**src/rtl/core/smie_pkg.sv**
```systemverilog
package smie_pkg;

    localparam int DATA_W          = 32;
    localparam int NAME_W          = 31;
    localparam int CFG_W           = 6;
    localparam int STACK_DEPTH_DEF = 32;
    localparam int DIV_STEPS       = 32;
    localparam logic [CFG_W-1:0] LIMIT_RESET = 6'd32;

    typedef enum logic [3:0] {
        ACT_RETURN = 4'd0,
        ACT_PUSH   = 4'd1,
        ACT_ZERO   = 4'd2,
        ACT_ONE    = 4'd3,
        ACT_NOT    = 4'd4,
        ACT_EQ     = 4'd5,
        ACT_DUP    = 4'd6,
        ACT_POP    = 4'd7,
        ACT_ADD    = 4'd8,
        ACT_MUL    = 4'd9,
        ACT_DIV    = 4'd10,
        ACT_STORE  = 4'd11,
        ACT_JUMP   = 4'd12,
        ACT_BRF    = 4'd13,
        ACT_NOP    = 4'd14,
        ACT_UNSUP  = 4'd15
    } action_t;

    typedef enum logic [1:0] {
        ERR_NONE      = 2'd0,
        ERR_UNDERFLOW = 2'd1,
        ERR_OVERFLOW  = 2'd2,
        ERR_UNSUP     = 2'd3
    } err_t;

    typedef struct packed {
        action_t                   action;
        logic signed [DATA_W-1:0]  param;
    } in_item_t;

    typedef struct packed {
        logic                      store_valid;
        logic [NAME_W-1:0]         store_name;
        logic signed [DATA_W-1:0]  store_value;
        logic                      branch_taken;
        logic signed [DATA_W-1:0]  branch_offset;
        logic                      halted;
        err_t                      error_code;
    } out_item_t;

endpackage

```
**src/rtl/core/stack_machine_init_evaluator_core.sv**
```systemverilog
// A request's result is registered from the execute state; a divide of two nonzero
// operands first passes a check in the execute state, then runs 32 restoring steps of
// the divider before its result is registered. A new request is taken only when the
// sequencer is idle, and a result that finds the output register full waits in a side
// register, holding the sequencer until it drains.
// Reset (aresetn, synchronous, active low): empty stack, not halted, limit 32, not ready.
module stack_machine_init_evaluator_core
    import smie_pkg::*;
#(
    parameter int STACK_DEPTH = STACK_DEPTH_DEF
) (
    input  logic              aclk,
    input  logic              aresetn,
    input  logic              s_valid,
    output logic              s_ready,
    input  in_item_t          s_data,
    output logic              m_valid,
    input  logic              m_ready,
    output out_item_t         m_data,
    input  logic              cfg_wr_en,
    input  logic [CFG_W-1:0]  cfg_wr_data
);

    localparam int AW  = $clog2(STACK_DEPTH);
    localparam int SPW = $clog2(STACK_DEPTH + 1);
    localparam int CW  = ((SPW > CFG_W) ? SPW : CFG_W) + 1;
    localparam int DCW = $clog2(DIV_STEPS);

    typedef enum logic [1:0] {
        S_IDLE,
        S_EXEC,
        S_DIV,
        S_OUT
    } state_t;

    state_t              state_reg;
    in_item_t            item_reg;
    logic [SPW-1:0]      sp_reg;
    logic                done_reg;
    logic [CFG_W-1:0]    limit_reg;
    logic                m_valid_reg;
    out_item_t           m_data_reg;
    out_item_t           pend_reg;

    logic [DATA_W-1:0]   stack_mem [STACK_DEPTH];
    logic [DATA_W-1:0]   rd_a_reg;
    logic [DATA_W-1:0]   rd_b_reg;

    logic [DATA_W-1:0]   div_rem_reg;
    logic [DATA_W-1:0]   div_quo_reg;
    logic [DATA_W-1:0]   div_den_reg;
    logic                div_neg_reg;
    logic [DCW-1:0]      div_cnt_reg;

    // Decode and check signals
    logic [1:0]          pops;
    logic [1:0]          pushes;
    logic                under;
    logic                over;
    logic                legal;
    logic [DATA_W-1:0]   r_exec;
    out_item_t           res_exec;
    logic [CW-1:0]       sp_ext;
    logic [CW-1:0]       lim_ext;
    logic [SPW-1:0]      sp_next;
    logic [SPW-1:0]      wr_ptr;
    logic [SPW-1:0]      rd_ptr_a;
    logic [SPW-1:0]      rd_ptr_b;
    logic                div_start;
    logic                div_last;
    logic                commit_en;
    logic                slot_free;

    // Divider step signals
    logic [DATA_W:0]     div_shift;
    logic [DATA_W:0]     div_diff;
    logic [DATA_W-1:0]   div_quo_next;
    logic [DATA_W-1:0]   div_result;
    logic                a_neg;
    logic                b_neg;
    logic [DATA_W-1:0]   a_mag;
    logic [DATA_W-1:0]   b_mag;

    logic                mem_we;
    logic [DATA_W-1:0]   mem_wdata;

    assign s_ready   = aresetn && (state_reg == S_IDLE);
    assign m_valid   = m_valid_reg;
    assign m_data    = m_data_reg;
    assign slot_free = !m_valid_reg || m_ready;

    assign rd_ptr_b = sp_reg - SPW'(1);
    assign rd_ptr_a = sp_reg - SPW'(2);

    // Effective limit: smaller of the register and the stack depth
    assign sp_ext  = CW'(sp_reg);
    assign lim_ext = (CW'(limit_reg) < CW'(STACK_DEPTH)) ? CW'(limit_reg)
                                                         : CW'(STACK_DEPTH);

    // Decode the stack effect of the held request
    always_comb begin
        pops   = 2'd0;
        pushes = 2'd0;
        unique case (item_reg.action)
            ACT_PUSH, ACT_ZERO, ACT_ONE:         pushes = 2'd1;
            ACT_NOT:                             begin pops = 2'd1; pushes = 2'd1; end
            ACT_EQ, ACT_ADD, ACT_MUL, ACT_DIV:   begin pops = 2'd2; pushes = 2'd1; end
            ACT_DUP:                             begin pops = 2'd1; pushes = 2'd2; end
            ACT_POP, ACT_STORE, ACT_BRF:         pops = 2'd1;
            ACT_RETURN, ACT_JUMP, ACT_NOP, ACT_UNSUP: ;
            default: ;
        endcase
    end

    assign under   = sp_ext < CW'(pops);
    assign over    = (sp_ext - CW'(pops) + CW'(pushes)) > lim_ext;
    assign sp_next = sp_reg - SPW'(pops) + SPW'(pushes);
    assign wr_ptr  = (item_reg.action == ACT_DUP) ? sp_reg : sp_reg - SPW'(pops);

    // Shared ALU: one operation per request
    always_comb begin
        unique case (item_reg.action)
            ACT_PUSH: r_exec = item_reg.param;
            ACT_ONE:  r_exec = DATA_W'(1);
            ACT_NOT:  r_exec = DATA_W'(rd_b_reg == '0);
            ACT_EQ:   r_exec = DATA_W'(rd_a_reg == rd_b_reg);
            ACT_DUP:  r_exec = rd_b_reg;
            ACT_ADD:  r_exec = rd_a_reg + rd_b_reg;
            ACT_MUL:  r_exec = rd_a_reg * rd_b_reg;
            default:  r_exec = '0;
        endcase
    end

    // Build the result fields; order decides
    always_comb begin
        res_exec = '0;
        legal    = 1'b0;
        priority if (done_reg) begin
            res_exec.halted = 1'b1;
        end else if (item_reg.action == ACT_RETURN) begin
            res_exec.halted = 1'b1;
        end else if (item_reg.action == ACT_JUMP) begin
            res_exec.branch_taken  = 1'b1;
            res_exec.branch_offset = item_reg.param;
        end else if (item_reg.action == ACT_NOP) begin
            res_exec = '0;
        end else if (item_reg.action == ACT_UNSUP) begin
            res_exec.error_code = ERR_UNSUP;
        end else if (under) begin
            res_exec.error_code = ERR_UNDERFLOW;
        end else if (over) begin
            res_exec.error_code = ERR_OVERFLOW;
        end else begin
            legal = 1'b1;
            if (item_reg.action == ACT_STORE) begin
                res_exec.store_valid = 1'b1;
                res_exec.store_name  = item_reg.param[NAME_W-1:0];
                res_exec.store_value = rd_b_reg;
            end
            if (item_reg.action == ACT_BRF && rd_b_reg == '0) begin
                res_exec.branch_taken  = 1'b1;
                res_exec.branch_offset = item_reg.param;
            end
        end
    end

    // Divider operands as sign and magnitude
    assign a_neg = rd_a_reg[DATA_W-1];
    assign b_neg = rd_b_reg[DATA_W-1];
    assign a_mag = a_neg ? (DATA_W'(0) - rd_a_reg) : rd_a_reg;
    assign b_mag = b_neg ? (DATA_W'(0) - rd_b_reg) : rd_b_reg;

    assign div_start = (state_reg == S_EXEC) && legal && (item_reg.action == ACT_DIV)
                       && (rd_a_reg != '0) && (rd_b_reg != '0);

    // One restoring step per cycle
    assign div_shift    = {div_rem_reg, div_quo_reg[DATA_W-1]};
    assign div_diff     = div_shift - {1'b0, div_den_reg};
    assign div_quo_next = {div_quo_reg[DATA_W-2:0], ~div_diff[DATA_W]};
    assign div_result   = div_neg_reg ? (DATA_W'(0) - div_quo_next) : div_quo_next;
    assign div_last     = (state_reg == S_DIV) && (div_cnt_reg == DCW'(DIV_STEPS - 1));

    assign commit_en = ((state_reg == S_EXEC) && !div_start) || div_last;
    assign mem_we    = commit_en && legal && (pushes != 2'd0);
    assign mem_wdata = (state_reg == S_DIV) ? div_result : r_exec;

    // Sequencer, stack pointer, configuration and result register
    always_ff @(posedge aclk) begin
        if (!aresetn) begin
            state_reg   <= S_IDLE;
            sp_reg      <= '0;
            done_reg    <= 1'b0;
            limit_reg   <= LIMIT_RESET;
            m_valid_reg <= 1'b0;
        end else begin
            if (cfg_wr_en) begin
                limit_reg <= cfg_wr_data;
            end
            if (m_valid_reg && m_ready) begin
                m_valid_reg <= 1'b0;
            end
            if (commit_en && legal) begin
                sp_reg <= sp_next;
            end
            if (commit_en && !done_reg && item_reg.action == ACT_RETURN) begin
                done_reg <= 1'b1;
            end
            unique case (state_reg)
                S_IDLE: begin
                    if (s_valid) begin
                        item_reg  <= s_data;
                        state_reg <= S_EXEC;
                    end
                end
                S_EXEC: begin
                    if (div_start) begin
                        div_rem_reg <= '0;
                        div_quo_reg <= a_mag;
                        div_den_reg <= b_mag;
                        div_neg_reg <= a_neg ^ b_neg;
                        div_cnt_reg <= '0;
                        state_reg   <= S_DIV;
                    end else if (slot_free) begin
                        m_data_reg  <= res_exec;
                        m_valid_reg <= 1'b1;
                        state_reg   <= S_IDLE;
                    end else begin
                        pend_reg  <= res_exec;
                        state_reg <= S_OUT;
                    end
                end
                S_DIV: begin
                    div_rem_reg <= div_diff[DATA_W] ? div_shift[DATA_W-1:0]
                                                    : div_diff[DATA_W-1:0];
                    div_quo_reg <= div_quo_next;
                    div_cnt_reg <= div_cnt_reg + DCW'(1);
                    if (div_last) begin
                        if (slot_free) begin
                            m_data_reg  <= res_exec;
                            m_valid_reg <= 1'b1;
                            state_reg   <= S_IDLE;
                        end else begin
                            pend_reg  <= res_exec;
                            state_reg <= S_OUT;
                        end
                    end
                end
                S_OUT: begin
                    if (slot_free) begin
                        m_data_reg  <= pend_reg;
                        m_valid_reg <= 1'b1;
                        state_reg   <= S_IDLE;
                    end
                end
                default: state_reg <= S_IDLE;
            endcase
        end
    end

    // Stack memory: operand read on acceptance, one write on commit
    always_ff @(posedge aclk) begin
        if (mem_we) begin
            stack_mem[wr_ptr[AW-1:0]] <= mem_wdata;
        end
        if (state_reg == S_IDLE && s_valid) begin
            rd_b_reg <= stack_mem[rd_ptr_b[AW-1:0]];
            rd_a_reg <= stack_mem[rd_ptr_a[AW-1:0]];
        end
    end

    // Checks
    a_sp_bound: assert property (@(posedge aclk) disable iff (!aresetn)
        sp_reg <= SPW'(STACK_DEPTH))
        else $error("stack pointer beyond stack depth");

    a_halt_sticky: assert property (@(posedge aclk) disable iff (!aresetn)
        done_reg |=> done_reg)
        else $error("halt flag cleared while running");

    a_div_nonzero: assert property (@(posedge aclk) disable iff (!aresetn)
        (state_reg == S_DIV) |-> (div_den_reg != '0))
        else $error("divider running with zero divisor");

    a_sp_hold: assert property (@(posedge aclk) disable iff (!aresetn)
        (state_reg == S_IDLE || state_reg == S_OUT) |=> $stable(sp_reg))
        else $error("stack pointer moved outside execution");

    a_halt_clean: assert property (@(posedge aclk) disable iff (!aresetn)
        (m_valid_reg && m_data_reg.halted) |->
            (m_data_reg.error_code == ERR_NONE && !m_data_reg.store_valid
             && !m_data_reg.branch_taken))
        else $error("halted result carries other fields");

endmodule
```
**config.mk**
```make
export PLATFORM = sky130hd
export DESIGN_NAME = stack_machine_init_evaluator_core
export DESIGN_NICKNAME = d
export VERILOG_FILES = /design/src/rtl/core/smie_pkg.sv /design/src/rtl/core/stack_machine_init_evaluator_core.sv
export SDC_FILE = /design/constraint.sdc
export NUM_CORES = 2
export LEC_CHECK = 0
export BUFFER_PORTS_ARGS = -buffer_cell sky130_fd_sc_hd__clkbuf_2
export CAP_MARGIN = 20
export CELL_PAD_IN_SITES_DETAIL_PLACEMENT = 1
export CELL_PAD_IN_SITES_GLOBAL_PLACEMENT = 1
export CORE_AREA = 10 10 472 474
export CTS_BUF_LIST = sky130_fd_sc_hd__clkbuf_2 sky130_fd_sc_hd__clkbuf_4 sky130_fd_sc_hd__clkbuf_8
export DETAILED_ROUTE_END_ITERATION = 10
export DIE_AREA = 0 0 482 484
export GPL_ROUTABILITY_DRIVEN = 0
export PLACE_DENSITY = 0.62
export REMOVE_ABC_BUFFERS = 1
export SYNTH_ARGS = -nofsm -noshare
export SYNTH_HDL_FRONTEND = slang
export SYNTH_SLANG_ARGS = --single-unit
```
**constraint.sdc**
```tcl
create_clock -name aclk -period 20.4 [get_ports aclk]
set_clock_uncertainty 0.05 [all_clocks]
set_input_delay 4.08 -clock aclk [delete_from_list [all_inputs] [get_ports aclk]]
set_output_delay 4.08 -clock aclk [all_outputs]
set_load 0.03 [all_outputs]
```
==> results.md <==
- The reg-to-reg startpoint is rd_a_reg[18].
- The number of search-and-repair iterations in the first detailed-routing pass is 6.
- The floorplan step defined a core boundary enclosing 214000 µm².
- Of the synthesized area, sequential elements account for 50.8%.
- After detailed routing, the average wire length per cell comes to 31.1 µm.
- The number of buffers inserted during clock tree synthesis is 239.
- The initial antenna violation count is 18.
- The detail route stage leaves a number of antenna-violating nets equal to 0.
- The slowest library cell on the worst path is sky130_fd_sc_hd__clkbuf_2.
- The number of library cell types mapped by synthesis is 80.
- The flip-flop count of the largest register, all copies and words added is 1024.
- The first global-routing pass estimated 398 mm of wire.
- Max-cap violations in this run came to 0.
- At the later pin of the worst-skew pair, clock insertion delay measures 0.97 ns.
- The commonest non-fill, non-tap cell in the layout is sky130_fd_sc_hd__edfxtp_1.
- The worst setup path is captured at a primary output.
- The depth of the CTS H-tree is 4.
- The run finished with clean final reports.
- TritonCTS built the clock tree.
- In the post-synthesis netlist, the biggest area contributors are sky130_fd_sc_hd__edfxtp_1, sky130_fd_sc_hd__mux4_2, sky130_fd_sc_hd__fa_1, sky130_fd_sc_hd__ha_1, sky130_fd_sc_hd__and2_1.
- The final global-route overflow total is 0.
- The finished layout holds 8818 standard cells, fillers aside.
- The async set-reset flop share out of synthesis is 0%.
- The critical path is of the primary input to primary output type.
- Summed over all nets, the half-perimeter wirelength after detailed placement is 168 mm.
- The largest total area in the synthesized netlist belongs to sky130_fd_sc_hd__edfxtp_1.
- The die height is 484 µm.
- The worst-case headroom to the max-slew limit is 13.9%.
- The post-cts repair resize count is 0.
- The final number of max-transition violations came to 0.
- The area occupied by registers is 43100 µm².
- Counting every instance in the synthesized netlist gives 5578.
- Final hold analysis gives a worst-case slack of 0.458 ns.
- Along the worst path, the maximum fanout reaches 21.
- The worst register-to-register path has a setup slack of 11.50 ns.
- The summed instance area of the synthesized netlist is 84900 µm².
- Setup repair after global routing left no endpoint under its margin.
- Yosys mapped a number of flops with a built-in enable equal to 1426.
- For this block, the initial DRC count from the detailed router was 5336.
- The final-report setup violation count is 0.
- Leaving out fill and tap cells, the most frequent cells in the layout are sky130_fd_sc_hd__edfxtp_1, sky130_fd_sc_hd__mux4_2, sky130_fd_sc_hd__inv_1.
- After the last flow step, the layout net total stands at 6467.
- The number of warning messages in the yosys log is 0.
- The combined global-route utilization of all metal layers is 23.3%.
- The clock root buffer is sky130_fd_sc_hd__clkbuf_8.
- The startpoint identified for the worst hold timing path is done_reg.
- Buffers added to address setup during post-CTS repair amount to 0.
- The start point of the critical path is aresetn.
- The via count normalized by instance count is 5.89.
- In this run, post-CTS hold repair placed 0 buffers.
- The layout-stage area growth over the synthesis result is 11.3%.
- For the pin with the worst max-slew slack, the measured transition is 1.28 ns.
- The post-placement cell count is 8381.
- The share of the synthesized area in the top cell type is 50.4%.
- The register bit count reported by yosys is 1442.
- After clock tree synthesis, the clock-pin slew on the worst setup and hold paths is 0.06 ns.
- The number of fillers in the final layout is 21162.
- Clock tree synthesis found a total of 1442 sinks.
- At the worst endpoint, the required time is 16.27 ns.
- In this run the count of I/O pins placed on the die edge is 149.
- The fraction of layout cells with a size suffix above 1 is 26.0%.
- The min-delay analysis places its worst path in the category flop to flop.
- At the worst endpoint, the arrival time is 4.79 ns.
- The die area is 233000 µm².
- The cell that appears most often on the critical path is sky130_fd_sc_hd__clkbuf_2.
- After detailed routing, the total wire length is 274 mm.
- In this run the mean area of a mapped cell was 15.2 µm².
- The final period demand of the worst path is 8.92 ns.
- The effective utilization at floorplan is 39.8%.
- The via count of the first global-routing pass is 55623.
- The area of combinational cells with multiple inputs is 39200 µm².
- The horizontal die dimension is 482 µm.
- The worst path uses 43.7% of the clock period.
- The signal on the critical path passes through clkbuf_2, and2_1, clkbuf_2.
- The clock passes through at most 3 buffers.
- In the synthesized netlist the dominant register cell turns out to be sky130_fd_sc_hd__edfxtp_1.
- The count of input and output buffers is 148.
- Broken down by cell family, the worst path's largest delay share belongs to buffers and inverters.
- In this run the core area contains 170 standard-cell rows.
- The count of final hold-check violations is 0.
- Timing would allow up to 112 MHz.
- Entering global routing, the biggest net connects 127 pins.
- The number of buffer and inverter instances along the worst setup path is 2.
- STA classifies the critical path startpoint as a primary input.
- For this block, the via count after detailed routing is 51964.
- In the final timing run, aggregate negative setup slack is 0 ns.
- After detailed routing, the number of remaining DRC violations is 0.
- The delay contributed by the slowest stage of the critical path is 0.33 ns.
-- worst register-to-register path, cell delays in order (launching register included) --
cell	delay (ns)
sky130_fd_sc_hd__edfxtp_1	1.08
sky130_fd_sc_hd__and2_1	0.27
sky130_fd_sc_hd__fa_1	0.41
sky130_fd_sc_hd__inv_1	0.09
sky130_fd_sc_hd__fa_1	0.43
sky130_fd_sc_hd__fa_1	0.49
sky130_fd_sc_hd__fa_1	0.55
sky130_fd_sc_hd__inv_1	0.05
sky130_fd_sc_hd__fa_1	0.48
sky130_fd_sc_hd__fa_1	0.60
sky130_fd_sc_hd__fa_1	0.44
sky130_fd_sc_hd__fa_1	0.49
sky130_fd_sc_hd__ha_1	0.37
sky130_fd_sc_hd__a21o_1	0.24
sky130_fd_sc_hd__a2111oi_0	0.75
sky130_fd_sc_hd__nor4_1	0.18
sky130_fd_sc_hd__nor2_1	0.18
sky130_fd_sc_hd__xnor2_1	0.25
sky130_fd_sc_hd__a222oi_1	0.17
sky130_fd_sc_hd__a21oi_1	0.17
sky130_fd_sc_hd__a21o_1	0.74
-- per-stage QoR --
| stage | setup slack [ns] | cell area [µm²] | utilization (%) |
|---|---|---|---|
| floorplan | -11.89 | 83600 | - |
| global placement | 11.46 | 89600 | 42.0 |
| detailed placement | 11.40 | 89800 | 42.0 |
| CTS | 11.30 | 94400 | 44.2 |
| global route | 11.04 | 94600 | 44.3 |
| finish | 11.48 | 94600 | 44.3 |
-- area by class of cell --
class | instances | area share (%)
Sequential cell | 1442 | 45.6
Multi-Input combinational cell | 3322 | 41.4
Antenna cell | 8 | 0.0212
Clock buffer | 329 | 4.25
Inverter | 464 | 1.84
Timing Repair Buffer | 319 | 2.39
Clock inverter | 96 | 0.679
Tap cell | 2838 | 3.76
-- synth_stat cells, drive strengths merged (32+ instances only) --
library cell,instances
mux2,129
nand2,376
o31ai,32
inv,462
o21ai,144
clkbuf,297
a21o,45
mux4,640
xnor2,161
xor2,91
a21oi,83
nor2,124
buf,53
and2,405
ha,218
a22o,42
edfxtp,1426
fa,414
-- logic make-up after synthesis --
family | after synthesis | share of synthesized area [%]
muxes | 799 | 19.0
and+or+nand+nor | 1111 | 6.75
AOI/OAI and AO/OA | 528 | 4.23
xor gates and xnor gates | 252 | 2.60
DFF | 1442 | 50.8
adders and majority gates | 632 | 13.0
buffers and inverters | 814 | 3.63
-- path summary, 6_finish.rpt --
check                                        end  cells after the start
worst max-delay path                     s_ready                      3
worst min register to register          done_reg                      1
worst min-delay path                    done_reg                      1
worst max register to register  stack_mem[9][29]                     20
-- layer usage --
| layer | vias to the layer above | part of all wire [%] | global-route usage (%) |
|---|---|---|---|
| met4 | 6 | 3.3 | 7.38 |
| met1 | 28003 | 40 | 30.6 |
| met3 | 517 | 6.2 | 3.26 |
| li1 | 21413 | - | - |
| met2 | 2025 | 50 | 39.8 |
| met5 | - | 0.013 | 0 |
Power is not shown: default switching activity piles up to over one toggle a cycle in this logic, so the estimate is an artifact.
